===== src/hdl/cjknf_pkg.sv =====
// Package for the CJK numeral formatter: widths, style codes and glyph tables.
// No dependencies.
`timescale 1ns / 1ps
package cjknf_pkg;

    localparam int MaxGroups = 3;
    localparam int ValueW    = 32;
    localparam int CpW       = 16;
    localparam int DigitsN   = 4 * MaxGroups;
    localparam int MaxOut    = 20;
    localparam int StyleW    = 3;

    typedef enum logic [StyleW-1:0] {
        STY_SIMP_INF  = 3'd0,
        STY_SIMP_FRM  = 3'd1,
        STY_TRAD_INF  = 3'd2,
        STY_TRAD_FRM  = 3'd3,
        STY_JP_INF    = 3'd4,
        STY_JP_FRM    = 3'd5
    } style_t;

    // 10^(4*MaxGroups) - 1, limited to the 32-bit range, saturation cap
    function automatic logic [ValueW-1:0] cap_value();
        logic [63:0] c;
        c = 64'd1;
        for (int i = 0; i < MaxGroups; i++)
            c = c * 64'd10000;
        c = c - 64'd1;
        if (c > 64'hFFFF_FFFF)
            c = 64'hFFFF_FFFF;
        return c[ValueW-1:0];
    endfunction

    function automatic logic [CpW-1:0] digit_cp(input logic [2:0] s, input logic [3:0] d);
        logic [CpW-1:0] r;
        r = 16'h96F6;
        unique case (d)
            4'd0: r = (s == STY_JP_INF) ? 16'h3007 : 16'h96F6;
            4'd1: r = (s == STY_SIMP_FRM || s == STY_TRAD_FRM) ? 16'h58F9 :
                      (s == STY_JP_FRM) ? 16'h58F1 : 16'h4E00;
            4'd2: r = (s == STY_SIMP_FRM) ? 16'h8D30 : (s == STY_TRAD_FRM) ? 16'h8CB3 :
                      (s == STY_JP_FRM) ? 16'h5F10 : 16'h4E8C;
            4'd3: r = (s == STY_SIMP_FRM) ? 16'h53C1 : (s == STY_TRAD_FRM) ? 16'h53C3 :
                      (s == STY_JP_FRM) ? 16'h53C2 : 16'h4E09;
            4'd4: r = (s == STY_SIMP_FRM || s == STY_TRAD_FRM) ? 16'h8086 : 16'h56DB;
            4'd5: r = (s == STY_SIMP_FRM || s == STY_TRAD_FRM || s == STY_JP_FRM) ?
                      16'h4F0D : 16'h4E94;
            4'd6: r = (s == STY_SIMP_FRM) ? 16'h9646 : (s == STY_TRAD_FRM) ? 16'h9678 :
                      16'h516D;
            4'd7: r = (s == STY_SIMP_FRM || s == STY_TRAD_FRM) ? 16'h67D2 : 16'h4E03;
            4'd8: r = (s == STY_SIMP_FRM || s == STY_TRAD_FRM) ? 16'h634C : 16'h516B;
            4'd9: r = (s == STY_SIMP_FRM || s == STY_TRAD_FRM) ? 16'h7396 : 16'h4E5D;
            default: r = 16'h96F6;
        endcase
        return r;
    endfunction

    // place 1..3 = ten, hundred, thousand
    function automatic logic [CpW-1:0] dmark_cp(input logic [2:0] s, input logic [1:0] p);
        logic frm;
        logic [CpW-1:0] r;
        frm = (s == STY_SIMP_FRM || s == STY_TRAD_FRM || s == STY_JP_FRM);
        unique case (p)
            2'd1: r = frm ? 16'h62FE : 16'h5341;
            2'd2: r = (s == STY_SIMP_FRM || s == STY_TRAD_FRM) ? 16'h4F70 : 16'h767E;
            2'd3: r = (s == STY_JP_FRM) ? 16'h9621 : frm ? 16'h4EDF : 16'h5343;
            default: r = 16'h5341;
        endcase
        return r;
    endfunction

    // group 1..3
    function automatic logic [CpW-1:0] gmark_cp(input logic [2:0] s, input logic [1:0] g);
        logic simp;
        logic [CpW-1:0] r;
        simp = (s == STY_SIMP_INF || s == STY_SIMP_FRM);
        unique case (g)
            2'd1: r = (simp || s == STY_JP_INF) ? 16'h4E07 : 16'h842C;
            2'd2: r = simp ? 16'h4EBF : 16'h5104;
            2'd3: r = simp ? 16'h4E07 : 16'h5146;
            default: r = 16'h4E07;
        endcase
        return r;
    endfunction

endpackage


===== src/hdl/cjknf_bcd.sv =====
// Bit-serial binary to BCD converter (double dabble, one bit per cycle).
// Depends on cjknf_pkg.
`timescale 1ns / 1ps
module cjknf_bcd (
    input  logic                                   clk,
    input  logic                                   rst_n,
    input  logic                                   start,
    input  logic [cjknf_pkg::ValueW-1:0]           bin,
    output logic                                   done,
    output logic [4*cjknf_pkg::DigitsN-1:0]        bcd
);
    import cjknf_pkg::*;

    localparam int CntW = $clog2(ValueW + 1);

    logic [ValueW-1:0]    sh_reg, sh_next;
    logic [4*DigitsN-1:0] bcd_reg, bcd_next, adj;
    logic [CntW-1:0]      cnt_reg, cnt_next;
    logic                 busy_reg, busy_next, done_reg, done_next;

    always_comb
    begin
        for (int i = 0; i < DigitsN; i++)
            adj[4*i +: 4] = (bcd_reg[4*i +: 4] > 4'd4) ? bcd_reg[4*i +: 4] + 4'd3
                                                       : bcd_reg[4*i +: 4];
        sh_next   = sh_reg;
        bcd_next  = bcd_reg;
        cnt_next  = cnt_reg;
        busy_next = busy_reg;
        done_next = 1'b0;
        if (start)
        begin
            sh_next   = bin;
            bcd_next  = '0;
            cnt_next  = CntW'(ValueW);
            busy_next = 1'b1;
        end
        else if (busy_reg)
        begin
            bcd_next = {adj[4*DigitsN-2:0], sh_reg[ValueW-1]};
            sh_next  = {sh_reg[ValueW-2:0], 1'b0};
            cnt_next = cnt_reg - 1'b1;
            if (cnt_reg == CntW'(1))
            begin
                busy_next = 1'b0;
                done_next = 1'b1;
            end
        end
    end

    always_ff @(posedge clk or negedge rst_n)
    begin
        if (!rst_n)
        begin
            busy_reg <= 1'b0;
            done_reg <= 1'b0;
            cnt_reg  <= '0;
        end
        else
        begin
            busy_reg <= busy_next;
            done_reg <= done_next;
            cnt_reg  <= cnt_next;
        end
    end

    always_ff @(posedge clk)
    begin
        sh_reg  <= sh_next;
        bcd_reg <= bcd_next;
    end

    assign done = done_reg;
    assign bcd  = bcd_reg;

    property p_done_single;
        @(posedge clk) disable iff (!rst_n) done_reg |=> !done_reg;
    endproperty
    a_done_single: assert property (p_done_single) else $error("bcd done held");

    property p_done_after_busy;
        @(posedge clk) disable iff (!rst_n) $rose(done_reg) |-> $past(busy_reg);
    endproperty
    a_done_after_busy: assert property (p_done_after_busy) else $error("bcd done w/o busy");

    property p_busy_drops;
        @(posedge clk) disable iff (!rst_n) done_reg |-> !busy_reg;
    endproperty
    a_busy_drops: assert property (p_busy_drops) else $error("bcd busy after done");
endmodule


===== src/hdl/cjk_numeral_formatter.sv =====
// CJK numeral formatter top level: input capture, BCD conversion, digit sequencer.
// Depends on cjknf_pkg and cjknf_bcd.
// Flow: input capture, converter start, 32 bit-serial steps and load of the digits,
// then a scan of each digit position with its digit and group markers; each code point is held
// back one emission so tlast can be set, the last one leaves from the flush state after the scan.
// Throughput: one value at a time, taken only in idle; output stalls hold the scan.
// Reset: rst_n clears all registers and sets the style to simplified Chinese informal.
`timescale 1ns / 1ps
module cjk_numeral_formatter (
    input  logic                          clk,
    input  logic                          rst_n,
    input  logic                          cfg_valid,
    output logic                          cfg_ready,
    input  logic [7:0]                    cfg_data,       // [2:0] style
    input  logic                          s_axis_tvalid,
    output logic                          s_axis_tready,
    input  logic [cjknf_pkg::ValueW-1:0]  s_axis_tdata,   // [31:0] value
    output logic                          m_axis_tvalid,
    input  logic                          m_axis_tready,
    output logic [cjknf_pkg::CpW-1:0]     m_axis_tdata,   // [15:0] code_point
    output logic                          m_axis_tlast    // last
);
    import cjknf_pkg::*;

    localparam int DigW  = $clog2(DigitsN);
    localparam int OutW  = $clog2(MaxOut + 1);
    localparam logic [ValueW-1:0] Cap = cap_value();

    typedef enum logic [2:0] {
        S_IDLE, S_CONV, S_SCAN, S_DMARK, S_GMARK, S_GMARK2, S_FLUSH
    } st_t;

    st_t                  st_reg, st_next;
    logic [2:0]           style_reg, style_next;
    logic [2:0]           sty;
    logic                 bcd_start_reg, bcd_start_next, bcd_done;
    logic [4*DigitsN-1:0] bcd;
    logic [4*DigitsN-1:0] dig_reg, dig_next;      // digits, most significant in top nibble
    logic [DigW-1:0]      pos_reg, pos_next;      // current digit position, counts down
    logic                 started_reg, started_next;  // a nonzero digit has been seen
    logic [3:0]           prev_reg, prev_next;    // digit just above in this group
    logic                 gnz_reg, gnz_next;      // group has a nonzero digit so far
    logic [OutW-1:0]      n_reg, n_next;
    logic [CpW-1:0]       cp_reg, cp_next;
    logic                 ov_reg, ov_next, last_reg, last_next;
    logic [ValueW-1:0]    val_reg, val_next;
    logic                 hold_reg, hold_next;    // newest code point, not yet sent
    logic [CpW-1:0]       hold_cp_reg, hold_cp_next;

    // pending emission, built combinationally from current digit
    logic [3:0]  d;
    logic [1:0]  place;
    logic [1:0]  grp;
    logic        chinese, cn_inf, jp, jp_inf, drop, trailing, g1x;
    logic [15:0] grpdig;
    logic        emit;
    logic [CpW-1:0] emit_cp;
    logic        out_free;

    assign sty     = (style_reg > 3'd5) ? 3'd0 : style_reg;
    assign chinese = (sty <= 3'd3);
    assign cn_inf  = (sty == STY_SIMP_INF) || (sty == STY_TRAD_INF);
    assign jp      = !chinese;
    assign jp_inf  = (sty == STY_JP_INF);
    assign d       = dig_reg[4*DigitsN-1 -: 4];
    assign place   = pos_reg[1:0];
    assign grp     = 2'(pos_reg >> 2);
    assign out_free = !ov_reg || m_axis_tready;

    // digits of the current group: top nibbles of the shift line, aligned to place
    always_comb
    begin
        grpdig = dig_reg[4*DigitsN-1 -: 16] >> (4 * (3 - place));
        trailing = (grpdig[3:0] == 4'd0) && (place < 2'd1 || grpdig[7:4] == 4'd0)
                   && (place < 2'd2 || grpdig[11:8] == 4'd0)
                   && (place < 2'd3 || grpdig[15:12] == 4'd0);
        // tens digit of a group valued 10..19
        g1x = (place == 2'd1) && (d == 4'd1) && !gnz_reg;
        drop = 1'b0;
        if (cn_inf && g1x)
            drop = 1'b1;
        if (jp_inf && d == 4'd1 && place != 2'd0)
            drop = 1'b1;
        if (jp && d == 4'd0)
            drop = 1'b1;
        if (chinese && (trailing || (d == 4'd0 && place != 2'd3 && prev_reg == 4'd0)))
            drop = 1'b1;
        if (!started_reg && d == 4'd0)
            drop = 1'b1;
    end

    assign s_axis_tready = (st_reg == S_IDLE) && !ov_reg;
    assign cfg_ready     = (st_reg == S_IDLE) && !ov_reg;
    assign m_axis_tvalid = ov_reg;
    assign m_axis_tdata  = cp_reg;
    assign m_axis_tlast  = last_reg;

    cjknf_bcd u_bcd (
        .clk   (clk),
        .rst_n (rst_n),
        .start (bcd_start_reg),
        .bin   (val_reg),
        .done  (bcd_done),
        .bcd   (bcd)
    );

    always_comb
    begin
        st_next        = st_reg;
        style_next     = style_reg;
        bcd_start_next = 1'b0;
        dig_next       = dig_reg;
        pos_next       = pos_reg;
        started_next   = started_reg;
        prev_next      = prev_reg;
        gnz_next       = gnz_reg;
        n_next         = n_reg;
        cp_next        = cp_reg;
        ov_next        = ov_reg && !m_axis_tready;
        last_next      = last_reg;
        val_next       = val_reg;
        hold_next      = hold_reg;
        hold_cp_next   = hold_cp_reg;
        emit           = 1'b0;
        emit_cp        = '0;
        if (cfg_valid && cfg_ready)
            style_next = cfg_data[2:0];
        unique case (st_reg)
            S_IDLE:
                if (s_axis_tvalid && s_axis_tready)
                begin
                    val_next       = (s_axis_tdata > Cap) ? Cap : s_axis_tdata;
                    bcd_start_next = 1'b1;
                    n_next         = '0;
                    st_next        = S_CONV;
                end
            S_CONV:
                if (bcd_done)
                begin
                    dig_next     = bcd;
                    pos_next     = DigW'(DigitsN - 1);
                    started_next = 1'b0;
                    gnz_next     = 1'b0;
                    prev_next    = '0;
                    if (val_reg == '0)
                    begin
                        emit    = 1'b1;
                        emit_cp = digit_cp(sty, 4'd0);
                        st_next = S_FLUSH;
                    end
                    else
                        st_next = S_SCAN;
                end
            S_SCAN:
                if (out_free)
                begin
                    if (!drop)
                    begin
                        emit    = 1'b1;
                        emit_cp = digit_cp(sty, d);
                    end
                    if (d != 4'd0)
                    begin
                        started_next = 1'b1;
                        gnz_next     = 1'b1;
                    end
                    prev_next = d;
                    if (d != 4'd0 && place != 2'd0)
                        st_next = S_DMARK;
                    else
                        st_next = S_GMARK;
                end
            S_DMARK:
                if (out_free)
                begin
                    emit    = 1'b1;
                    emit_cp = dmark_cp(sty, place);
                    st_next = S_GMARK;
                end
            S_GMARK:
                if (out_free)
                begin
                    // end of a position: group marker when ones place of a nonzero group
                    if (place == 2'd0 && grp != 2'd0 && (gnz_reg || d != 4'd0))
                    begin
                        emit    = 1'b1;
                        emit_cp = gmark_cp(sty, grp);
                    end
                    if (place == 2'd0 && grp == 2'd3 && sty <= 3'd1 &&
                        (gnz_reg || d != 4'd0))
                        st_next = S_GMARK2;
                    else if (pos_reg == '0)
                        st_next = S_FLUSH;
                    else
                        st_next = S_SCAN;
                    dig_next = {dig_reg[4*DigitsN-5:0], 4'd0};
                    pos_next = pos_reg - 1'b1;
                    if (place == 2'd0)
                    begin
                        gnz_next  = 1'b0;
                        prev_next = '0;
                    end
                end
            S_GMARK2:
                if (out_free)
                begin
                    emit    = 1'b1;
                    emit_cp = 16'h4EBF;
                    st_next = S_SCAN;
                end
            S_FLUSH:
                if (out_free)
                begin
                    cp_next   = hold_cp_reg;
                    last_next = 1'b1;
                    ov_next   = 1'b1;
                    hold_next = 1'b0;
                    st_next   = S_IDLE;
                end
            default: st_next = S_IDLE;
        endcase
        // the held code point goes out once a newer one is known
        if (emit && n_reg < OutW'(MaxOut))
        begin
            n_next       = n_reg + 1'b1;
            hold_next    = 1'b1;
            hold_cp_next = emit_cp;
            if (hold_reg)
            begin
                cp_next   = hold_cp_reg;
                last_next = 1'b0;
                ov_next   = 1'b1;
            end
        end
    end

    always_ff @(posedge clk or negedge rst_n)
    begin
        if (!rst_n)
        begin
            st_reg        <= S_IDLE;
            style_reg     <= 3'd0;
            bcd_start_reg <= 1'b0;
            dig_reg       <= '0;
            pos_reg       <= '0;
            started_reg   <= 1'b0;
            prev_reg      <= '0;
            gnz_reg       <= 1'b0;
            n_reg         <= '0;
            cp_reg        <= '0;
            ov_reg        <= 1'b0;
            last_reg      <= 1'b0;
            val_reg       <= '0;
            hold_reg      <= 1'b0;
            hold_cp_reg   <= '0;
        end
        else
        begin
            st_reg        <= st_next;
            style_reg     <= style_next;
            bcd_start_reg <= bcd_start_next;
            dig_reg       <= dig_next;
            pos_reg       <= pos_next;
            started_reg   <= started_next;
            prev_reg      <= prev_next;
            gnz_reg       <= gnz_next;
            n_reg         <= n_next;
            cp_reg        <= cp_next;
            ov_reg        <= ov_next;
            last_reg      <= last_next;
            val_reg       <= val_next;
            hold_reg      <= hold_next;
            hold_cp_reg   <= hold_cp_next;
        end
    end

    property p_no_overwrite;
        @(posedge clk) disable iff (!rst_n)
            (m_axis_tvalid && !m_axis_tready) |=> $stable(m_axis_tdata);
    endproperty
    a_no_overwrite: assert property (p_no_overwrite) else $error("output overwritten");

    property p_idle_ready;
        @(posedge clk) disable iff (!rst_n) s_axis_tready |-> (st_reg == S_IDLE);
    endproperty
    a_idle_ready: assert property (p_idle_ready) else $error("ready while busy");

    property p_count;
        @(posedge clk) disable iff (!rst_n) n_reg <= OutW'(MaxOut);
    endproperty
    a_count: assert property (p_count) else $error("too many results");
endmodule


===== config.mk =====
export PLATFORM = sky130hd
export DESIGN_NAME = cjk_numeral_formatter
export DESIGN_NICKNAME = d
export VERILOG_FILES = /design/src/hdl/cjknf_pkg.sv /design/src/hdl/cjknf_bcd.sv /design/src/hdl/cjk_numeral_formatter.sv
export SDC_FILE = /design/constraint.sdc
export NUM_CORES = 1
export LEC_CHECK = 0
export ABC_AREA = 1
export BUFFER_PORTS_ARGS = -buffer_cell sky130_fd_sc_hd__buf_2
export CAP_MARGIN = 20
export CORE_MARGIN = 1
export CORE_UTILIZATION = 50
export CTS_BUF_LIST = sky130_fd_sc_hd__clkbuf_16
export CTS_CLUSTER_DIAMETER = 80
export DETAILED_ROUTE_END_ITERATION = 7
export HOLD_SLACK_MARGIN = 0.06
export PLACE_DENSITY = 0.67
export SYNTH_ARGS = -nofsm -noshare
export SYNTH_HDL_FRONTEND = slang
export SYNTH_SLANG_ARGS = --single-unit

===== constraint.sdc =====
create_clock -name clk -period 4.9 [get_ports clk]
set_input_delay 1.47 -clock clk [delete_from_list [all_inputs] [get_ports clk]]
set_output_delay 1.47 -clock clk [all_outputs]
set_load 0.05 [all_outputs]

; Yosys cells after proc, flatten, opt, wreduce, memory -nomap -nowiden
; Cells that the tools add are included.
[word_totals]
ff_bits = 225
input_bits = 45
out_inout_bits = 20
elab_cells = 287
[op_classes]
addsub = 16
magnitude_cmp = 20
n_eq_ne = 37
shifts = 1
mux = 122
reduce_logical = 71
[op_table]
columns = cell, n
row1 = $mux W16, 19
row2 = $pmux W16 S10, 1
row3 = $mux W13, 9
row4 = $mux W32, 3
row5 = $mux W48, 2
row6 = $pmux W16 S3, 2
row7 = $pmux W48 S2, 1
row8 = $pmux W16 S5, 1
row9 = $mux W14, 5
row10 = $mux W4, 17
row11 = $gt A4 B3 Y1 const B, 12
row12 = $add A4 B2 Y4 const B, 11
row13 = $mux W3, 13
row14 = $mux W1, 36
row15 = $gt A32 B32 Y1 const B, 1
row16 = $logic_not A32 Y1, 1
row17 = $shr A16 B32 Y16, 1
row18 = $logic_not A4 Y1, 7
row19 = $logic_and A1 B1 Y1, 24
row20 = $pmux W3 S7, 1
row21 = $reduce_bool A2 Y1, 9
row22 = $eq A4 B3 Y1 const B, 4
row23 = $ne A2 B2 Y1 const B, 8
row24 = $eq A3 B3 Y1 const B, 5
row25 = other kinds (42), 74

; Longest topological paths before layout
; Gate-level depths: netlist of the first run.
[logic_depth]
word_depth = 17
mapped_depth = 18
mapped_depth_nobuf = 16

; By module
; From an unflattened synthesis of the first run, not the netlist that was laid out.
[unflattened]
cells_unflattened = 1710
area_unflattened_um2 = 12338.1
[by_module_without_submodules]
columns = module, instances, cells_per_inst, area_each_um2, seq_area_each_um2
row1 = cjk_numeral_formatter, 1, 1085, 7637.3, 3428.3
row2 = cjknf_bcd, 1, 625, 4700.8, 2122.0

; Worst setup path before layout of the first run
; Ideal clock, no wire load.
[synth_path]
path_type = register to output
from = register st_reg[1]
to = output port s_axis_tready
arrival_ns = 1.886
path_slack_ns = 1.544
stages_incl_launch_ff = 7
path_cell_list = dfrtp_1 -> nor2_2 -> inv_1 -> nor2_1 -> inv_1 -> nor2_1 -> buf_4
[synth_between]
elab_chain_len = 2
[synth_rtl]
columns = item, line_no
row1 = "start, declared", cjk_numeral_formatter.sv:33  ; st_t st_reg, st_next;
row2 = "start signal, assigned", cjk_numeral_formatter.sv:259  ; st_reg <= st_next;
row3 = $logic_not A3 Y1, -
row4 = $logic_and A1 B1 Y1, -
row5 = "end, declared", cjk_numeral_formatter.sv:16  ; output logic s_axis_tready,
; Every way passes these cells.

; Worst setup path in the final report of the first run
[layout_path]
from = register st_reg[1]
to = output port s_axis_tready
[layout_between]
elab_chain_len = 2
[layout_rtl]
columns = item, line_no
row1 = $logic_not A3 Y1, cjk_numeral_formatter.sv:92  ; assign s_axis_tready = (st_reg == S_IDLE) && !ov_reg;
row2 = $logic_and A1 B1 Y1, cjk_numeral_formatter.sv:92
; Every way passes these cells.

==> results of run 1 <==
==> layer usage <==
layer  part of all wire  vias to the layer above  GRT usage
met5                  0                        -          0
met4              0.029                        0     0.0770
met3              0.040                       61     0.0295
met2               0.47                      223      0.405
met1               0.46                     4845      0.329
li1                   -                     5155          -
==> through the flow <==
stage	cell area (um^2)	hold slack (ns)	util	total power, W	setup slack [ns]
after floorplan	11800	0.422	-	0.00666	1.54
after global placement	12300	0.446	0.540	0.00761	1.13
after detailed placement	12300	0.455	0.540	0.00773	1.09
after CTS	13100	0.464	0.574	0.00952	1.38
after global routing	13100	0.485	0.574	0.0103	1.20
final	13100	0.463	0.574	0.00950	1.39
==> cell type report <==
class	instances	area share
well taps	313	0.0299
inverters	195	0.0559
clock buffers	26	0.0496
multi-input cells	1048	0.400
flip-flops and latches	225	0.423
clock inverters	22	0.00992
repair buffers	72	0.0314
==> cell usage in the layout, fill, tap and decap left out, types with 3 or more instances in the layout <==
cell type  instances
o21ai_0          177
nand3b_1           5
edfxtp_1          32
o211ai_1           9
a31oi_1            3
xor2_1             4
a211oi_1           4
clkinv_2           4
buf_2             58
inv_1            190
nand2_1          336
nand3_1           65
dfxtp_1           48
buf_4             12
o32ai_1           11
nor3_1            15
nor2_2             6
a221oi_1           4
o22ai_1           76
nor2_1           192
clkinv_1           8
clkbuf_16         26
inv_2             11
ha_1              32
nand4_1           13
o31ai_1            4
a21oi_1           58
dfrtp_1          145
nand2_2            5
==> power breakdown <==
part / switching, W / internal, W / total [W]
Combinational: 0.00289 / 0.00142 / 0.00430
Clock: 0.000794 / 0.000973 / 0.00177
Sequential: 0.000576 / 0.00285 / 0.00342
Total: 0.00426 / 0.00524 / 0.00950
==> cells by family after synthesis <==
kind of cell	Yosys count	share of synthesized area
flops	225	0.471
simple gates	652	0.232
xor+xnor	5	0.00372
compound gates	359	0.174
fa+ha+maj	32	0.0340
buf+inv	253	0.0853
==> final timing paths <==
kind / endpoint / cells after the start
max: s_axis_tready / 6
min: m_axis_tlast$_DFF_PN0_ / 1
max reg2reg: m_axis_tdata[14]$_DFF_PN0_ / 15
min reg2reg: m_axis_tlast$_DFF_PN0_ / 1
max in group asynchronous: val_reg[17]$_DFFE_PN0P_ / 2
min in group asynchronous: hold_cp_reg[11]$_DFFE_PN0N_ / 1
==> qor.csv, run 1 <==
metric;value;unit
outcome;complete, no violations;
finalHoldViolCount;0;
clock_sink_count;225;
nNetsFinal;1645;
slew-limit-headroom;0.353;
min_path_type;flop to flop;
syn2layout_area_growth;11.3;%
hpwl;19200;um
fillCellCount;2157;
cts-hold-fix-buffers;0;
grt_overflow;0;
yosys_register_bits;225;
clock_latency;0.55;ns
track_usage;0.243;
post-route-period-util;0.717;
start_util;0.516;
fin_crit;3.51;ns
first_pass_iters;5;
min-delay-start;hold_reg$_DFFE_PN0P_;
ys_warn_count;0;
clk_path_buf_depth;3;
die_w;156;um
place_congestion;0.927;
synth_area;11800;um^2
finalSetupViolations;0;
ioPinCount;65;
grt_pass1_wl;48000;um
worstPathArrival;2.04;ns
startpoint;st_reg[1]$_DFFE_PN0P_;
coreArea;22800;um^2
cts_root_buf;clkbuf_16;
yosysTopAreaCell;dfrtp_1;
final-seq-area;5550;um^2
cts_setup_buffers;0;
worst-setup-path-type;flop to primary output;
synth_area_per_cell;7.72;um^2
die_area;24200;um^2
synthTopCellsByCount;336 x nand2_1, 193 x nor2_1, 184 x inv_1;
portBuffers;59;
pwr_density_cell;724;nW/um^2
yosys.area.top_type_share;0.308;
crit_family;simple AND/OR/NAND/NOR gates;
rows;55;
drv_slew;0;
finalNonFillerCells;1901;
r2r-start;pos_reg[0]$_DFFE_PN0P_;
final.setup.tns;0;ns
fp.dieH;156;um
yosysSeqAreaShare;0.471;
postCtsResizedCells;0;
finClkSkew;0.0263;ns
clk_pin_slew_worst_paths;0.06;ns
wire_per_inst;15.1;um
synth_edf_count;32;
drtIter0Drc;743;
end_kind;primary output;
synth_cell_type_count;50;
max_freq;285;MHz
ys.flop_type;dfrtp_1;
crit_buf_inv;3;
vias;10300;
wirelength;28700;um
peakVddDrop;0.337;mV
antenna_cells;0;
critPathMaxFanout;6;
max-cap-violations;0;
slowest_delay;0.47;ns
yosysMostFrequentCell;nand2_1;
async_reset_ff_frac;0.644;
cts_buffers;26;
antenna_found_initial;0;
grt_pass1_vias;9883;
grt_max_degree;89;
cp-start-kind;flop;
r2r_slack;1.83;ns
place_inst;1853;
leakagePower;6.37;nW
drive_gt1_frac;0.0901;
synth.net_count;1603;
multiInputGateArea;5240;um^2
remaining_drc_errors;0;
syn_inst;1526;
ant_nets;0;
required;3.43;ns
rsz0062_at_grt;false;
cts_tree;done;
crit_slowest_cell;dfrtp_1;
vias_per_cell;5.41;
tightest_slew;0.968;ns
htreeDepth;1;
netlist_top_cells_area;dfrtp_1 31%, nand2_1 11%, dfxtp_1 8.2%;
path_cells;nor2_2, inv_1, nor2_1, inv_1, nor2_1, buf_2;
Power figures use the tool's default switching activity.
==> run 2, diff against run 1 <==
--- a/config.mk
+++ b/config.mk
@@ -14,7 +14,7 @@
 export CTS_CLUSTER_DIAMETER = 80
 export DETAILED_ROUTE_END_ITERATION = 7
 export HOLD_SLACK_MARGIN = 0.06
-export PLACE_DENSITY = 0.67
+export PLACE_DENSITY = 0.7
 export SYNTH_ARGS = -nofsm -noshare
 export SYNTH_HDL_FRONTEND = slang
 export SYNTH_SLANG_ARGS = --single-unit
==> constraint.sdc (replaced) <==
create_clock -name clk -period 3.05 [get_ports clk]
set_input_delay 0.915 -clock clk [delete_from_list [all_inputs] [get_ports clk]]
set_output_delay 0.915 -clock clk [all_outputs]
set_load 0.05 [all_outputs]
==> run 2 against run 1 <==
Compared with the run above: first-iteration DRC count rose by 26%; utilization rose by 0.42 points; critical path depth did not move; register-to-register slack got worse by 1.3 ns; sequential power rose by 61%; clock skew fell by 0.012 ns; global-route usage barely moved; final area rose by 0.73%; clock power rose by 59%.
==> qor.csv, run 2 (synthesized netlist as in run 1, its figures left out) <==
metric;value;unit
critPathMaxFanout;6;
drtIter0Drc;933;
syn2layout_area_growth;12.1;%
final.setup.tns;0;ns
coreArea;22800;um^2
post-route-period-util;0.938;
rows;55;
worst-setup-path-type;flop to primary output;
portBuffers;59;
cts_root_buf;clkbuf_16;
drv_slew;0;
drive_gt1_frac;0.0947;
first_pass_iters;5;
nNetsFinal;1653;
final-seq-area;5550;um^2
finClkSkew;0.0143;ns
wire_per_inst;14.9;um
finalSetupViolations;0;
worstPathArrival;1.94;ns
clk_pin_slew_worst_paths;0.06;ns
rsz0062_at_grt;false;
cts_tree;done;
cts_setup_buffers;0;
multiInputGateArea;5240;um^2
vias_per_cell;5.45;
grt_pass1_vias;9949;
wirelength;28400;um
layout_common_cells;336 x nand2_1, 193 x nor2_1, 184 x inv_1;
layout_commonest_cell;nand2_1;
remaining_drc_errors;0;
tightest_slew;0.862;ns
htreeDepth;1;
clock_latency;0.54;ns
pwr_density_cell;1170;nW/um^2
cp-start-kind;flop;
fillCellCount;2145;
die_w;156;um
ioPinCount;65;
fin_crit;2.86;ns
leakagePower;6.39;nW
cts-hold-fix-buffers;0;
end_kind;primary output;
start_util;0.516;
antenna_cells;0;
startpoint;st_reg[1]$_DFFE_PN0P_;
antenna_found_initial;0;
cts_buffers;25;
grt_max_degree;63;
required;2.13;ns
fp.dieH;156;um
die_area;24200;um^2
grt_overflow;0;
vias;10400;
ant_nets;0;
final_util;0.578;
outcome;complete, no violations;
track_usage;0.243;
place_congestion;0.955;
clock_sink_count;225;
hpwl;19500;um
peakVddDrop;0.672;mV
clk_path_buf_depth;3;
r2r-start;pos_reg[0]$_DFFE_PN0P_;
grt_pass1_wl;48000;um
r2r_cells;12;
min_path_type;input pin to asynchronous set/reset pin;
postCtsResizedCells;0;
slew-limit-headroom;0.425;
max-cap-violations;0;
finalHoldViolCount;0;
max_freq;350;MHz
-- run 2: layer usage --
| layer | GRT usage | part of all wire |
|---|---|---|
| met5 | 0 | 0 |
| met2 | 0.401 | 0.47 |
| met1 | 0.333 | 0.46 |
| met4 | 0.0691 | 0.024 |
| met3 | 0.0348 | 0.044 |
-- run 2: area by class of cell --
cell class                      count  share of cell area
Sequential cell                   225               0.420
Clock buffer                       25              0.0474
Clock inverter                     21              0.0102
Timing Repair Buffer               81              0.0401
Inverter                          195              0.0555
Tap cell                          313              0.0297
Multi-Input combinational cell   1048               0.397
-- run 2: path summary, 6_finish.rpt --
path | to | slack (ns)
worst max register to register | hold_cp_reg[9]$_DFFE_PN0N_ | 0.52
worst max-delay path | s_axis_tready | 0.19
min in group clk | m_axis_tlast$_DFF_PN0_ | 0.46
worst min-delay path | started_reg$_DFFE_PN0P_ | 0.38
max in group asynchronous | dig_reg[32]$_DFFE_PN0P_ | 1.88
worst min register to register | m_axis_tlast$_DFF_PN0_ | 0.46
-- run 2: metrics by stage --
stage	setup WS (ns)	total power, W	hold WS (ns)	instances	cell area, um^2
after floorplan	0.249	0.0107	0.422	1526	11800
after global placement	0.334	0.0123	0.459	1862	12400
after detailed placement	0.314	0.0126	0.455	1862	12400
after CTS	0.155	0.0154	0.392	1908	13200
after global routing	0.0507	0.0168	0.418	1908	13200
final	0.191	0.0154	0.380	1908	13200
-- run 2: critical path, stage by stage, from the launching register on --
cell and delay [ns]:
dfrtp_1 0.46, nor2_2 0.16, inv_1 0.05, nor2_1 0.17, inv_1 0.12, nor2_1 0.15, buf_2 0.29
-- run 2: where the power goes --
part / internal (W) / switching [W]
Clock: 0.00158 / 0.00123
Combinational: 0.00240 / 0.00470
Sequential: 0.00458 / 0.000930
Total: 0.00856 / 0.00686
